File: config.mk
export PLATFORM = sky130hd
export DESIGN_NAME = byte_stuffed_frame_receiver_core
export DESIGN_NICKNAME = d
export VERILOG_FILES = /design/src/sv/bfr_pkg.sv /design/src/sv/bfr_classify.sv /design/src/sv/bfr_queue.sv /design/src/sv/bfr_engine.sv /design/src/sv/byte_stuffed_frame_receiver_core.sv
export VERILOG_INCLUDE_DIRS = /design/src /design/src/sv
export SDC_FILE = /design/constraint.sdc
export NUM_CORES = 1
export LEC_CHECK = 0
export ABC_AREA = 1
export BUFFER_PORTS_ARGS = -buffer_cell sky130_fd_sc_hd__clkbuf_2
export CAP_MARGIN = 0
export CORE_ASPECT_RATIO = 0.7
export CORE_UTILIZATION = 50
export DETAILED_ROUTE_END_ITERATION = 7
export PLACE_DENSITY = 0.76
export SYNTH_ARGS = -nofsm -noshare
export SYNTH_HDL_FRONTEND = slang
export SYNTH_SLANG_ARGS = --single-unit
export TNS_END_PERCENT = 10
File: constraint.sdc
create_clock -name aclk -period 4.8 [get_ports aclk]
set_input_delay 0 -clock aclk [delete_from_list [all_inputs] [get_ports aclk]]
set_output_delay 0 -clock aclk [all_outputs]
set_load 0.005 [all_outputs]
File: src/sv/byte_stuffed_frame_receiver_core_defines.svh
// assertion macros for the frame receiver rtl
`ifndef BYTE_STUFFED_FRAME_RECEIVER_CORE_DEFINES_SVH
`define BYTE_STUFFED_FRAME_RECEIVER_CORE_DEFINES_SVH

`ifndef ASSERT_OFF

`define BFR_ASSERT(label, clk, rst_n, prop) \
    label: assert property (@(posedge clk) disable iff (!rst_n) (prop)) \
        else $error("bfr assertion failed");

`define BFR_ASSERT_IMPL(label, clk, rst_n, ante, cons) \
    label: assert property (@(posedge clk) disable iff (!rst_n) (ante) |-> (cons)) \
        else $error("bfr implication failed");

`else

`define BFR_ASSERT(label, clk, rst_n, prop)

`define BFR_ASSERT_IMPL(label, clk, rst_n, ante, cons)

`endif

`endif

File: src/sv/bfr_pkg.sv
// shared types, constants and crc step for the frame receiver
`default_nettype none

package bfr_pkg;

    localparam logic [7:0]  FLAG_BYTE   = 8'h7E;
    localparam logic [7:0]  ESC_BYTE    = 8'h7D;
    localparam logic [7:0]  ESC_XOR     = 8'h20;
    localparam logic [15:0] CRC_INIT    = 16'hFFFF;
    localparam logic [15:0] CRC_POLY    = 16'hA001;
    localparam logic [16:0] COUNT_MAX   = 17'h1FFFF;
    localparam logic [15:0] MAX_PAYLOAD_RESET = 16'd32764;

    typedef enum logic [1:0] {
        CLS_DATA = 2'd0,
        CLS_ESC  = 2'd1,
        CLS_FLAG = 2'd2
    } cls_t;

    typedef enum logic [2:0] {
        EV_NONE       = 3'd0,
        EV_GOOD       = 3'd1,
        EV_DOUBLE_ESC = 3'd2,
        EV_ESC_FLAG   = 3'd3,
        EV_TOO_SHORT  = 3'd4,
        EV_TOO_LONG   = 3'd5,
        EV_CRC_BAD    = 3'd6
    } event_t;

    typedef struct packed {
        cls_t       cls;
        logic [7:0] rx_byte;
    } item_t;

    function automatic logic [15:0] crc_step(input logic [15:0] crc, input logic [7:0] b);
        logic [15:0] c;
        c = crc ^ {8'h00, b};
        for (int i = 0; i < 8; i++) begin
            c = c[0] ? ((c >> 1) ^ CRC_POLY) : (c >> 1);
        end
        return c;
    endfunction

endpackage

`default_nettype wire

File: src/sv/bfr_classify.sv
// front: accepts raw line bytes and tags them as flag, escape or data
`default_nettype none

module bfr_classify (
    input  logic           s_valid,
    output logic           s_ready,
    input  logic [7:0]     s_rx_byte,
    output logic           push,
    output bfr_pkg::item_t push_item,
    input  logic           queue_full
);

    assign s_ready = !queue_full;
    assign push    = s_valid && !queue_full;

    always_comb begin
        push_item.rx_byte = s_rx_byte;
        case (s_rx_byte)
            bfr_pkg::FLAG_BYTE: push_item.cls = bfr_pkg::CLS_FLAG;
            bfr_pkg::ESC_BYTE:  push_item.cls = bfr_pkg::CLS_ESC;
            default:            push_item.cls = bfr_pkg::CLS_DATA;
        endcase
    end

endmodule

`default_nettype wire

File: src/sv/bfr_queue.sv
// two-entry queue between the classifier and the frame engine
`default_nettype none

module bfr_queue (
    input  logic           aclk,
    input  logic           aresetn,
    input  logic           push,
    input  bfr_pkg::item_t push_item,
    output logic           full,
    input  logic           pop,
    output logic           pop_valid,
    output bfr_pkg::item_t pop_item
);

    bfr_pkg::item_t slot_reg [2];
    logic           wr_ptr_reg, wr_ptr_next;
    logic           rd_ptr_reg, rd_ptr_next;
    logic [1:0]     count_reg, count_next;

    assign full      = (count_reg == 2'd2);
    assign pop_valid = (count_reg != 2'd0);
    assign pop_item  = slot_reg[rd_ptr_reg];

    always_comb begin
        wr_ptr_next = push ? ~wr_ptr_reg : wr_ptr_reg;
        rd_ptr_next = pop ? ~rd_ptr_reg : rd_ptr_reg;
        count_next  = count_reg;
        if (push && !pop) begin
            count_next = count_reg + 2'd1;
        end else if (pop && !push) begin
            count_next = count_reg - 2'd1;
        end
    end

    always_ff @(posedge aclk) begin
        if (push) begin
            slot_reg[wr_ptr_reg] <= push_item;
        end
        if (!aresetn) begin
            wr_ptr_reg <= 1'b0;
            rd_ptr_reg <= 1'b0;
            count_reg  <= 2'd0;
        end else begin
            wr_ptr_reg <= wr_ptr_next;
            rd_ptr_reg <= rd_ptr_next;
            count_reg  <= count_next;
        end
    end

endmodule

`default_nettype wire

File: src/sv/bfr_engine.sv
// back: unstuffing, hold-back, running crc, verdicts and the result register
`default_nettype none
`include "byte_stuffed_frame_receiver_core_defines.svh"

module bfr_engine (
    input  logic           aclk,
    input  logic           aresetn,
    input  logic           in_valid,
    input  bfr_pkg::item_t in_item,
    output logic           pop,
    input  logic           cfg_valid,
    output logic           cfg_ready,
    input  logic [15:0]    cfg_data,
    output logic           m_valid,
    input  logic           m_ready,
    output logic [2:0]     m_frame_event,
    output logic [15:0]    m_payload_length,
    output logic           m_data_valid,
    output logic [7:0]     m_data_byte
);

    logic [15:0]      max_payload_reg;
    logic             in_frame_reg, in_frame_next;
    logic             esc_reg, esc_next;
    logic [16:0]      count_reg, count_next;
    logic [15:0]      crc_reg, crc_next;
    logic [7:0]       hold0_reg, hold0_next;
    logic [7:0]       hold1_reg, hold1_next;

    logic             m_valid_reg, m_valid_next;
    bfr_pkg::event_t  ev_reg, ev_next;
    logic [15:0]      len_reg, len_next;
    logic             dv_reg, dv_next;
    logic [7:0]       db_reg, db_next;

    logic [7:0]       unesc;
    logic [16:0]      count_less2;
    logic [15:0]      plen;

    assign cfg_ready        = 1'b1;
    assign pop              = in_valid && (!m_valid_reg || m_ready);
    assign m_valid          = m_valid_reg;
    assign m_frame_event    = ev_reg;
    assign m_payload_length = len_reg;
    assign m_data_valid     = dv_reg;
    assign m_data_byte      = db_reg;

    assign unesc       = esc_reg ? (in_item.rx_byte ^ bfr_pkg::ESC_XOR) : in_item.rx_byte;
    assign count_less2 = count_reg - 17'd2;

    always_comb begin
        if (count_reg < 17'd2) begin
            plen = 16'd0;
        end else if (count_less2[16]) begin
            plen = 16'hFFFF;
        end else begin
            plen = count_less2[15:0];
        end
    end

    always_comb begin
        in_frame_next = in_frame_reg;
        esc_next      = esc_reg;
        count_next    = count_reg;
        crc_next      = crc_reg;
        hold0_next    = hold0_reg;
        hold1_next    = hold1_reg;
        ev_next       = bfr_pkg::EV_NONE;
        len_next      = 16'd0;
        dv_next       = 1'b0;
        db_next       = 8'd0;
        if (!in_frame_reg) begin
            if (in_item.cls == bfr_pkg::CLS_FLAG) begin
                in_frame_next = 1'b1;
                esc_next      = 1'b0;
                count_next    = 17'd0;
                crc_next      = bfr_pkg::CRC_INIT;
            end
        end else begin
            case (in_item.cls)
                bfr_pkg::CLS_ESC: begin
                    if (!esc_reg) begin
                        esc_next = 1'b1;
                    end else begin
                        ev_next       = bfr_pkg::EV_DOUBLE_ESC;
                        len_next      = plen;
                        in_frame_next = 1'b0;
                        esc_next      = 1'b0;
                    end
                end
                bfr_pkg::CLS_DATA: begin
                    esc_next = 1'b0;
                    if (count_reg >= 17'd2) begin
                        dv_next    = 1'b1;
                        db_next    = hold0_reg;
                        crc_next   = bfr_pkg::crc_step(crc_reg, hold0_reg);
                        hold0_next = hold1_reg;
                        hold1_next = unesc;
                    end else if (!count_reg[0]) begin
                        hold0_next = unesc;
                    end else begin
                        hold1_next = unesc;
                    end
                    if (count_reg != bfr_pkg::COUNT_MAX) begin
                        count_next = count_reg + 17'd1;
                    end
                end
                bfr_pkg::CLS_FLAG: begin
                    len_next = plen;
                    if (esc_reg) begin
                        ev_next = bfr_pkg::EV_ESC_FLAG;
                    end else if (count_reg < 17'd2) begin
                        ev_next = bfr_pkg::EV_TOO_SHORT;
                    end else if (count_less2 > {1'b0, max_payload_reg}) begin
                        ev_next = bfr_pkg::EV_TOO_LONG;
                    end else if ({hold1_reg, hold0_reg} == crc_reg) begin
                        ev_next = bfr_pkg::EV_GOOD;
                    end else begin
                        ev_next = bfr_pkg::EV_CRC_BAD;
                    end
                    in_frame_next = (ev_next != bfr_pkg::EV_GOOD);
                    esc_next      = 1'b0;
                    count_next    = 17'd0;
                    crc_next      = bfr_pkg::CRC_INIT;
                end
                default: begin
                    esc_next = esc_reg;
                end
            endcase
        end
    end

    always_comb begin
        m_valid_next = m_valid_reg;
        if (pop) begin
            m_valid_next = 1'b1;
        end else if (m_ready) begin
            m_valid_next = 1'b0;
        end
    end

    always_ff @(posedge aclk) begin
        if (pop) begin
            hold0_reg <= hold0_next;
            hold1_reg <= hold1_next;
            len_reg   <= len_next;
            dv_reg    <= dv_next;
            db_reg    <= db_next;
        end
        if (!aresetn) begin
            max_payload_reg <= bfr_pkg::MAX_PAYLOAD_RESET;
            in_frame_reg    <= 1'b0;
            esc_reg         <= 1'b0;
            count_reg       <= 17'd0;
            crc_reg         <= bfr_pkg::CRC_INIT;
            m_valid_reg     <= 1'b0;
            ev_reg          <= bfr_pkg::EV_NONE;
        end else begin
            if (cfg_valid) begin
                max_payload_reg <= cfg_data;
            end
            m_valid_reg <= m_valid_next;
            if (pop) begin
                in_frame_reg <= in_frame_next;
                esc_reg      <= esc_next;
                count_reg    <= count_next;
                crc_reg      <= crc_next;
                ev_reg       <= ev_next;
            end
        end
    end

    `BFR_ASSERT_IMPL(a_esc_in_frame, aclk, aresetn, esc_reg, in_frame_reg)
    `BFR_ASSERT_IMPL(a_data_no_event, aclk, aresetn, m_valid_reg && dv_reg,
                     ev_reg == bfr_pkg::EV_NONE)
    `BFR_ASSERT(a_good_hunts, aclk, aresetn,
                (pop && ev_next == bfr_pkg::EV_GOOD) |=> (!in_frame_reg && count_reg == 17'd0))
    `BFR_ASSERT(a_short_len, aclk, aresetn,
                (m_valid_reg && ev_reg == bfr_pkg::EV_TOO_SHORT) |-> (len_reg == 16'd0))

endmodule

`default_nettype wire

File: src/sv/byte_stuffed_frame_receiver_core.sv
// top level of the byte-stuffed frame receiver with crc-16 check
//
//   channel  direction  ports                                         beat
//   s_       in         s_valid s_ready s_rx_byte                     one raw line byte
//   m_       out        m_valid m_ready m_frame_event m_payload_length
//                       m_data_valid m_data_byte                      one result per s_ beat
//   cfg_     in         cfg_valid cfg_ready cfg_data                  max_payload write
//
// one beat per cycle while m_ready is high; each beat is queued, its result registered
// the crc step over one hold-back byte is done combinationally in the engine
// a two-entry queue lets the classifier take beats while m_ready is low, until it is full
// synchronous active-low reset clears control state; max_payload resets to 32764
// cfg_ready is always high
`default_nettype none

module byte_stuffed_frame_receiver_core (
    input  logic        aclk,
    input  logic        aresetn,
    input  logic        s_valid,
    output logic        s_ready,
    input  logic [7:0]  s_rx_byte,
    input  logic        cfg_valid,
    output logic        cfg_ready,
    input  logic [15:0] cfg_data,
    output logic        m_valid,
    input  logic        m_ready,
    output logic [2:0]  m_frame_event,
    output logic [15:0] m_payload_length,
    output logic        m_data_valid,
    output logic [7:0]  m_data_byte
);

    logic           push;
    bfr_pkg::item_t push_item;
    logic           queue_full;
    logic           pop;
    logic           pop_valid;
    bfr_pkg::item_t pop_item;

    bfr_classify u_classify (
        .s_valid    (s_valid),
        .s_ready    (s_ready),
        .s_rx_byte  (s_rx_byte),
        .push       (push),
        .push_item  (push_item),
        .queue_full (queue_full)
    );

    bfr_queue u_queue (
        .aclk      (aclk),
        .aresetn   (aresetn),
        .push      (push),
        .push_item (push_item),
        .full      (queue_full),
        .pop       (pop),
        .pop_valid (pop_valid),
        .pop_item  (pop_item)
    );

    bfr_engine u_engine (
        .aclk             (aclk),
        .aresetn          (aresetn),
        .in_valid         (pop_valid),
        .in_item          (pop_item),
        .pop              (pop),
        .cfg_valid        (cfg_valid),
        .cfg_ready        (cfg_ready),
        .cfg_data         (cfg_data),
        .m_valid          (m_valid),
        .m_ready          (m_ready),
        .m_frame_event    (m_frame_event),
        .m_payload_length (m_payload_length),
        .m_data_valid     (m_data_valid),
        .m_data_byte      (m_data_byte)
    );

endmodule

`default_nettype wire

==> reports/metrics.yaml, run 1 <==
switching_share_pct: 31.5
routedWlPerCell_um: 14.6
globalplace.congestion: 0.903
cp_common_cell: "nand2_1"
synthMuxAreaShare_pct: 0
ys_warn_count: 0
cp_max_fo: 6
antenna_found_initial: 0
start_kind: "register"
worstPathRequired_ns: 5.11
core-area_um2: 11800
grt_max_degree: 37
peakVddDrop_mv: 0.436
p_sw_mw: 1.11
maxCapViolCount: 0
slew_viol_final: 0
synth-edff-count: 61
post-cts-setup-buffers: 0
avgSynthCellArea_um2: 8.82
layout_commonest_cell: "nand2_1"
crit_path_end_kind: "register"
grt_usage_pct: 23.2
cpMaxStageDelayCell: "dfxtp_1"
ios: 60
critPathKind: "reg -> reg"
async_reset_ff_share_pct: 0
start_util_pct: 51.7
viasPerCell: 5.24
synth_compound_area_share_pct: 11.4
p_leak_nw: 3.19
path_delay_family: "simple AND/OR/NAND/NOR gates"
fillers: 942
cp.arrival_ns: 3.45
antenna_left: 0
cts-root-buf: "clkbuf_16"
synthTopCellsByArea: "edfxtp_1 30%, dfxtp_1 20%, nand2_1 8.3%, ha_1 6.0%, a21oi_1 5.1%"
n_antenna_cell: 0
synth.largest_area_cell: "edfxtp_1"
fin_setup_tns_ns: 0
p_int_mw: 2.41
pwr-share-clk_pct: 35.1
dr.pass1.iters: 5
ctsHoldBuffers: 26
hold_violations: 0
cts_tree: "done"
die_h_um: 94.3
cts_buffers: 17
post-dp-hpwl_mm: 9.79
clockBufferDepth: 2
utilization_pct: 62.1
final_cell_mix: "134 x nand2_1, 75 x nor2_1, 66 x inv_1, 62 x a21oi_1, 61 x edfxtp_1"
syn_area_um2: 6080
syn-num-nets: 748
crit_path_cell_trace: "inv_1, ha_1, nand3_1, nor3_1, xor2_1, ha_1, nand2_1, nor2_1, nand3b_1, nand3_1, nand2_1, nand2_1, nand2_1, nand2_1, nand2_1, nand2_1, nand2_1, nand2_1, nand4_1, a21oi_1"
ys_seq_elements: 121
synth_cells: 690
syn_to_final_growth_pct: 20.1
netlist.area_leader.share_pct: 30.1
power_frac_comb_pct: 24.2
crit_buf_inv: 1
cts_resized: 0
cts.sinks: 121
min_period_ns: 3.14
layout_setup_ws_ns: 1.66
yosysSeqAreaShare_pct: 49.8
tightestPinTransition_ns: 1.10
clkTransAtPathRegs_ns: 0.06
synth-simple-area-share_pct: 20.2
ys.flop_type: "edfxtp_1"
ys_types: 46
dr.first_iter.drc_count: 449
dieArea_um2: 12600
relSlewSlack_pct: 25.9
power_density_nw_per_um2: 481
h-tree-depth: 4
drive_above_1_share_pct: 16.9
grt_pass1_vias: 4756
vias: 4937
clock.fmax_ghz: 0.318
clock_skew_ns: 0.00949
die_w_um: 134
grt_setup_unrepaired: "false"
dp_slack_ns: 1.78
rows: 33
grt_pass1_wl_mm: 22.5
p_seq_share_pct: 40.7
final_nets: 831
setup_violations: 0
synth_xor_area_share_pct: 5.53
drc: 0
status: "completed"
routed_wl_mm: 13.8
max_stage_delay_ns: 0.39
synth_top_family_by_area: "simple AND/OR/NAND/NOR gates"
largest_reg_flops: 20
port-buffer-count: 58
synthAdderAreaFrac_pct: 5.96
hp-class: "in -> reg"
overflow: 0
timing.final.crit_share_pct: 65.4
clk_latency_ns: 0.42
[cell type report]
class                      instances  area, um^2  share of cell area, %
clock inverter                    15         151                   2.07
tap                              157         196                   2.69
clock buffer                      17         425                   5.82
sequential                       121        3030                   41.5
multi-input combinational        465        2630                   36.0
timing repair buffer              85         558                   7.64
inverter                          83         312                   4.26
[Yosys cell counts, drive strengths merged (6+ instances only)]
master,count
xor2,23
clkbuf,10
xnor2,12
buf,11
nor2,80
a31oi,6
nand2,139
inv,81
ha,29
dfxtp,60
nor3,14
o21ai,44
edfxtp,61
a21oi,63
nand4,7
nand3,22
[final timing paths]
path	from	endpoint	slack [ns]	cells past startpoint
worst max-delay path	u_engine.count_reg[1]	u_engine.m_frame_event[2]	1.66	20
worst min-delay path	s_valid	u_queue.wr_ptr_reg	0.01	5
worst max register to register	u_engine.count_reg[1]	u_engine.m_frame_event[2]	1.66	20
worst min register to register	u_engine.max_payload_reg[1]	u_engine.max_payload_reg[1]	0.46	2
[stage by stage]
step	std cells	total power, mW	cell area, um^2	hold WS (ns)
6_report	943	3.51	7310	0.0142
3_3_place_gp	885	2.23	6470	0.204
3_5_place_dp	885	2.27	6470	0.212
2_1_floorplan	690	2.00	6080	0.0989
5_1_grt	943	3.69	7310	0.0954
4_1_cts	943	3.53	7310	0.0151
[power groups by stage]
| stage | clock (mW) | combinational (mW) | sequential (mW) |
|---|---|---|---|
| 6_report | 1.23 | 0.852 | 1.43 |
| 5_1_grt | 1.29 | 0.951 | 1.45 |
| 4_1_cts | 1.25 | 0.850 | 1.43 |
| 3_5_place_dp | 0 | 0.819 | 1.45 |
| 3_3_place_gp | 0 | 0.791 | 1.44 |
| 2_1_floorplan | 0 | 0.580 | 1.42 |
[kinds of logic (layout without fill, tap and decap cells)]
kind of cell,after synthesis,after routing
AND/OR/NAND/NOR,274,274
AO/OA/AOI/OAI,125,125
flip-flops,121,121
buffers and inverters,104,200
XOR/XNOR,36,36
adder cells (fa/ha/maj),29,29
other,1,1
[per-layer routing]
layer	part of all wire, %	GRT usage (%)	vias to the layer above
met5	0	0	-
met4	1.0	7.10	0
met3	7.0	5.61	14
met2	44	37.0	177
met1	48	31.2	2279
li1	-	-	2467
[worst reg2reg max path: stages, from the launching register on]
cell	delay [ns]
dfxtp_1	0.39
inv_1	0.17
ha_1	0.21
nand3_1	0.17
nor3_1	0.30
xor2_1	0.19
ha_1	0.31
nand2_1	0.06
nor2_1	0.19
nand3b_1	0.11
nand3_1	0.11
nand2_1	0.07
nand2_1	0.06
nand2_1	0.05
nand2_1	0.05
nand2_1	0.05
nand2_1	0.05
nand2_1	0.13
nand2_1	0.13
nand4_1	0.09
a21oi_1	0.16
Note: power is estimated with default switching activity, not from simulation.
==> inputs of run 2 (changes only) <==
Settings changed: PLACE_DENSITY 0.76 to 0.79.
Clock period 4.8 ns to 2.7 ns, I/O delays scaled along.
==> reports/metrics.yaml, run 2 (synthesis results as in run 1) <==
rows: 33  # unchanged
port-buffer-count: 58  # unchanged
cts_tree: "done"  # unchanged
path_delay_family: "simple AND/OR/NAND/NOR gates"  # unchanged
r2r-end: "u_engine.m_frame_event[0]"  # was u_engine.m_frame_event[2]
cpMaxStageDelayCell: "dfxtp_4"  # was dfxtp_1
p_seq_share_pct: 41.0  # was 40.7%
p_total_mw: 6.16  # was 3.51 mW
critPathLaunch: "u_engine.count_reg[2]"  # was u_engine.count_reg[1]
die_h_um: 94.3  # unchanged
power_density_nw_per_um2: 797  # was 481 nW/um^2
dpl_cell_area_um2: 6550  # was 6470 um^2
hold_path_depth: 5  # unchanged
clock_skew_ns: 0.00816  # was 0.00949 ns
utilization_pct: 65.7  # was 62.1%
p_sw_mw: 2.04  # was 1.11 mW
fin_area_um2: 7730  # was 7310 um^2
core-area_um2: 11800  # unchanged
clock.fmax_ghz: 0.359  # was 0.318 GHz
maxCapViolCount: 0  # unchanged
p_int_mw: 4.12  # was 2.41 mW
hp-class: "in -> reg"  # unchanged
r2r_start: "u_engine.count_reg[2]"  # was u_engine.count_reg[1]
grt_pass1_wl_mm: 23.3  # was 22.5 mm
clk_latency_ns: 0.42  # about the same
clkTransAtPathRegs_ns: 0.06  # about the same
final_nets: 853  # was 831
dp.cells: 896  # was 885
tightestPinTransition_ns: 0.837  # was 1.10 ns
instances_no_fill: 965  # was 943
peakVddDrop_mv: 0.491  # was 0.436 mV
syn_to_final_growth_pct: 27.0  # was 20.1%
power_frac_comb_pct: 26.1  # was 24.2%
p_leak_nw: 3.36  # was 3.19 nW
antenna_found_initial: 0  # unchanged
die_w_um: 134  # unchanged
endpoint: "u_engine.m_frame_event[0]"  # was u_engine.m_frame_event[2]
antenna_left: 0  # unchanged
relSlewSlack_pct: 44.0  # was 25.9%
worstPathRequired_ns: 3.00  # was 5.11 ns
switching_share_pct: 33.1  # was 31.5%
rr_worst_depth: 21  # was 20
globalplace.congestion: 0.903  # about the same
violations: "negative setup slack"
grt_setup_unrepaired: "true"  # was false
min_period_ns: 2.79  # was 3.14 ns
routedWlPerCell_um: 16.3  # was 14.6 um
n_antenna_cell: 0  # unchanged
grt_usage_pct: 24.2  # was 23.2%
status: "finished, violations left"  # was completed
slew_viol_final: 0  # unchanged
start_util_pct: 51.7  # unchanged
viasPerCell: 5.51  # was 5.24
dr.first_iter.drc_count: 471  # was 449
critPathKind: "reg -> reg"  # unchanged
largest_reg_flops: 20  # unchanged
cts.sinks: 121  # unchanged
dr.pass1.iters: 8  # was 5
vias: 5319  # was 4,937
overflow: 0  # unchanged
max_stage_delay_ns: 0.36  # was 0.39 ns
cts_buffers: 17  # unchanged
layout_setup_ws_ns: -0.0865  # was 1.66 ns
crit_path_cell_trace: "inv_6, nand2_8, nor2_4, nand3_4, nor2_4, nand2_2, nor3_4, nand2_1, xnor2_1, ha_1, nand2_1, inv_1, nand3_1, nor2_1, nand3_1, nand2_4, nand2_1, nand2_1, nand2_1, nand2_1, a21oi_2"  # was inv_1, ha_1, nand3_1, nor3_1, xor2_1, ha_1, nand2_1, nor2_1, nand3b_1, nand3_1, nand2_1, nand2_1, nand2_1, nand2_1, nand2_1, nand2_1, nand2_1, nand2_1, nand4_1, a21oi_1
post-dp-hpwl_mm: 10.0  # was 9.79 mm
cp_common_cell: "nand2_1"  # unchanged
pwr-share-clk_pct: 32.9  # was 35.1%
crit_path_end_kind: "register"  # unchanged
timing.final.crit_share_pct: 103  # was 65.4%
drive_above_1_share_pct: 24.3  # was 16.9%
cp.arrival_ns: 3.09  # was 3.45 ns
layout_commonest_cell: "nand2_1"  # unchanged
grt_max_degree: 29  # was 37
ff2ff_setup_slack_ns: -0.09  # was 1.66 ns
final_cell_mix: "124 x nand2_1, 70 x nor2_1, 63 x inv_1, 61 x edfxtp_1, 59 x a21oi_1"  # was 134 x nand2_1, 75 x nor2_1, 66 x inv_1, 62 x a21oi_1, 61 x edfxtp_1
setup_violations: 4  # was 0
dieArea_um2: 12600  # unchanged
routed_wl_mm: 15.7  # was 13.8 mm
hold_violations: 0  # unchanged
cp_max_fo: 3  # was 6
grt_pass1_vias: 4902  # was 4,756
cts-root-buf: "clkbuf_16"  # unchanged
ios: 60  # unchanged
dp_slack_ns: -0.139  # was 1.78 ns
start_kind: "register"  # unchanged
crit_buf_inv: 2  # was 1
crit_cells: 21  # was 20
h-tree-depth: 4  # unchanged
clockBufferDepth: 2  # unchanged
drc: 0  # unchanged
==> run 2: cell type report <==
type | count | area [um^2]
Clock buffer | 17 | 425
Clock inverter | 15 | 101
Fill cell | 896 | 4040
Inverter | 83 | 322
Multi-Input combinational cell | 465 | 2900
Sequential cell | 121 | 3040
Tap cell | 157 | 196
Timing Repair Buffer | 107 | 742
==> run 2: how the worst min path moves through the flow <==
stage | start | to | slack, ns
floorplan | s_rx_byte[0] | u_queue.slot_reg[0][0] | 0.1
global placement | s_rx_byte[7] | u_queue.slot_reg[1][7] | 0.20
detailed placement | s_rx_byte[3] | u_queue.slot_reg[0][3] | 0.21
CTS | s_valid | u_queue.wr_ptr_reg | 0.02
global route | s_valid | u_queue.wr_ptr_reg | 0.08
finish | s_valid | u_queue.wr_ptr_reg | 0.01
==> run 2: timing repair <==
| action | CTS | global route |
|---|---|---|
| endpoints found under the hold margin | 39 | 0 |
| endpoints found under the setup margin | 4 | 21 |
| hold buffers | 26 | 0 |
| pin swaps | 7 | 20 |
| buffers inserted | 7 | 4 |
| resized for setup | 10 | 55 |
==> run 2: routing by layer <==
metal / up-vias / wire, um / track usage (%)
li1: 2491 / - / -
met3: 65 / 1330 / 6.09
met4: 0 / 562 / 9.47
met1: 2462 / 6670 / 32.4
met5: - / 0 / 0
met2: 301 / 7120 / 37.7
==> run 2: metrics by stage <==
step / TNS, ns / hold WS, ns
3_5_place_dp: -0.498 / 0.211
2_1_floorplan: 0 / 0.0989
6_report: -0.185 / 0.0137
3_3_place_gp: 0 / 0.205
4_1_cts: 0 / 0.0241
5_1_grt: -0.764 / 0.0756
==> run 2: worst min-delay path, delay by kind of cell <==
kind                   cells  cell delay [ns]
AND/OR/NAND/NOR            2             0.15
AO/OA/AOI/OAI              1             0.08
buffers and inverters      2             0.16
==> run 2: power groups by stage <==
stage	combinational, mW	clock (mW)	sequential, mW
3_3_place_gp	1.45	0	2.54
3_5_place_dp	1.52	0	2.56
2_1_floorplan	1.03	0	2.53
6_report	1.61	2.03	2.53
5_1_grt	1.78	2.12	2.56
4_1_cts	1.56	2.04	2.52
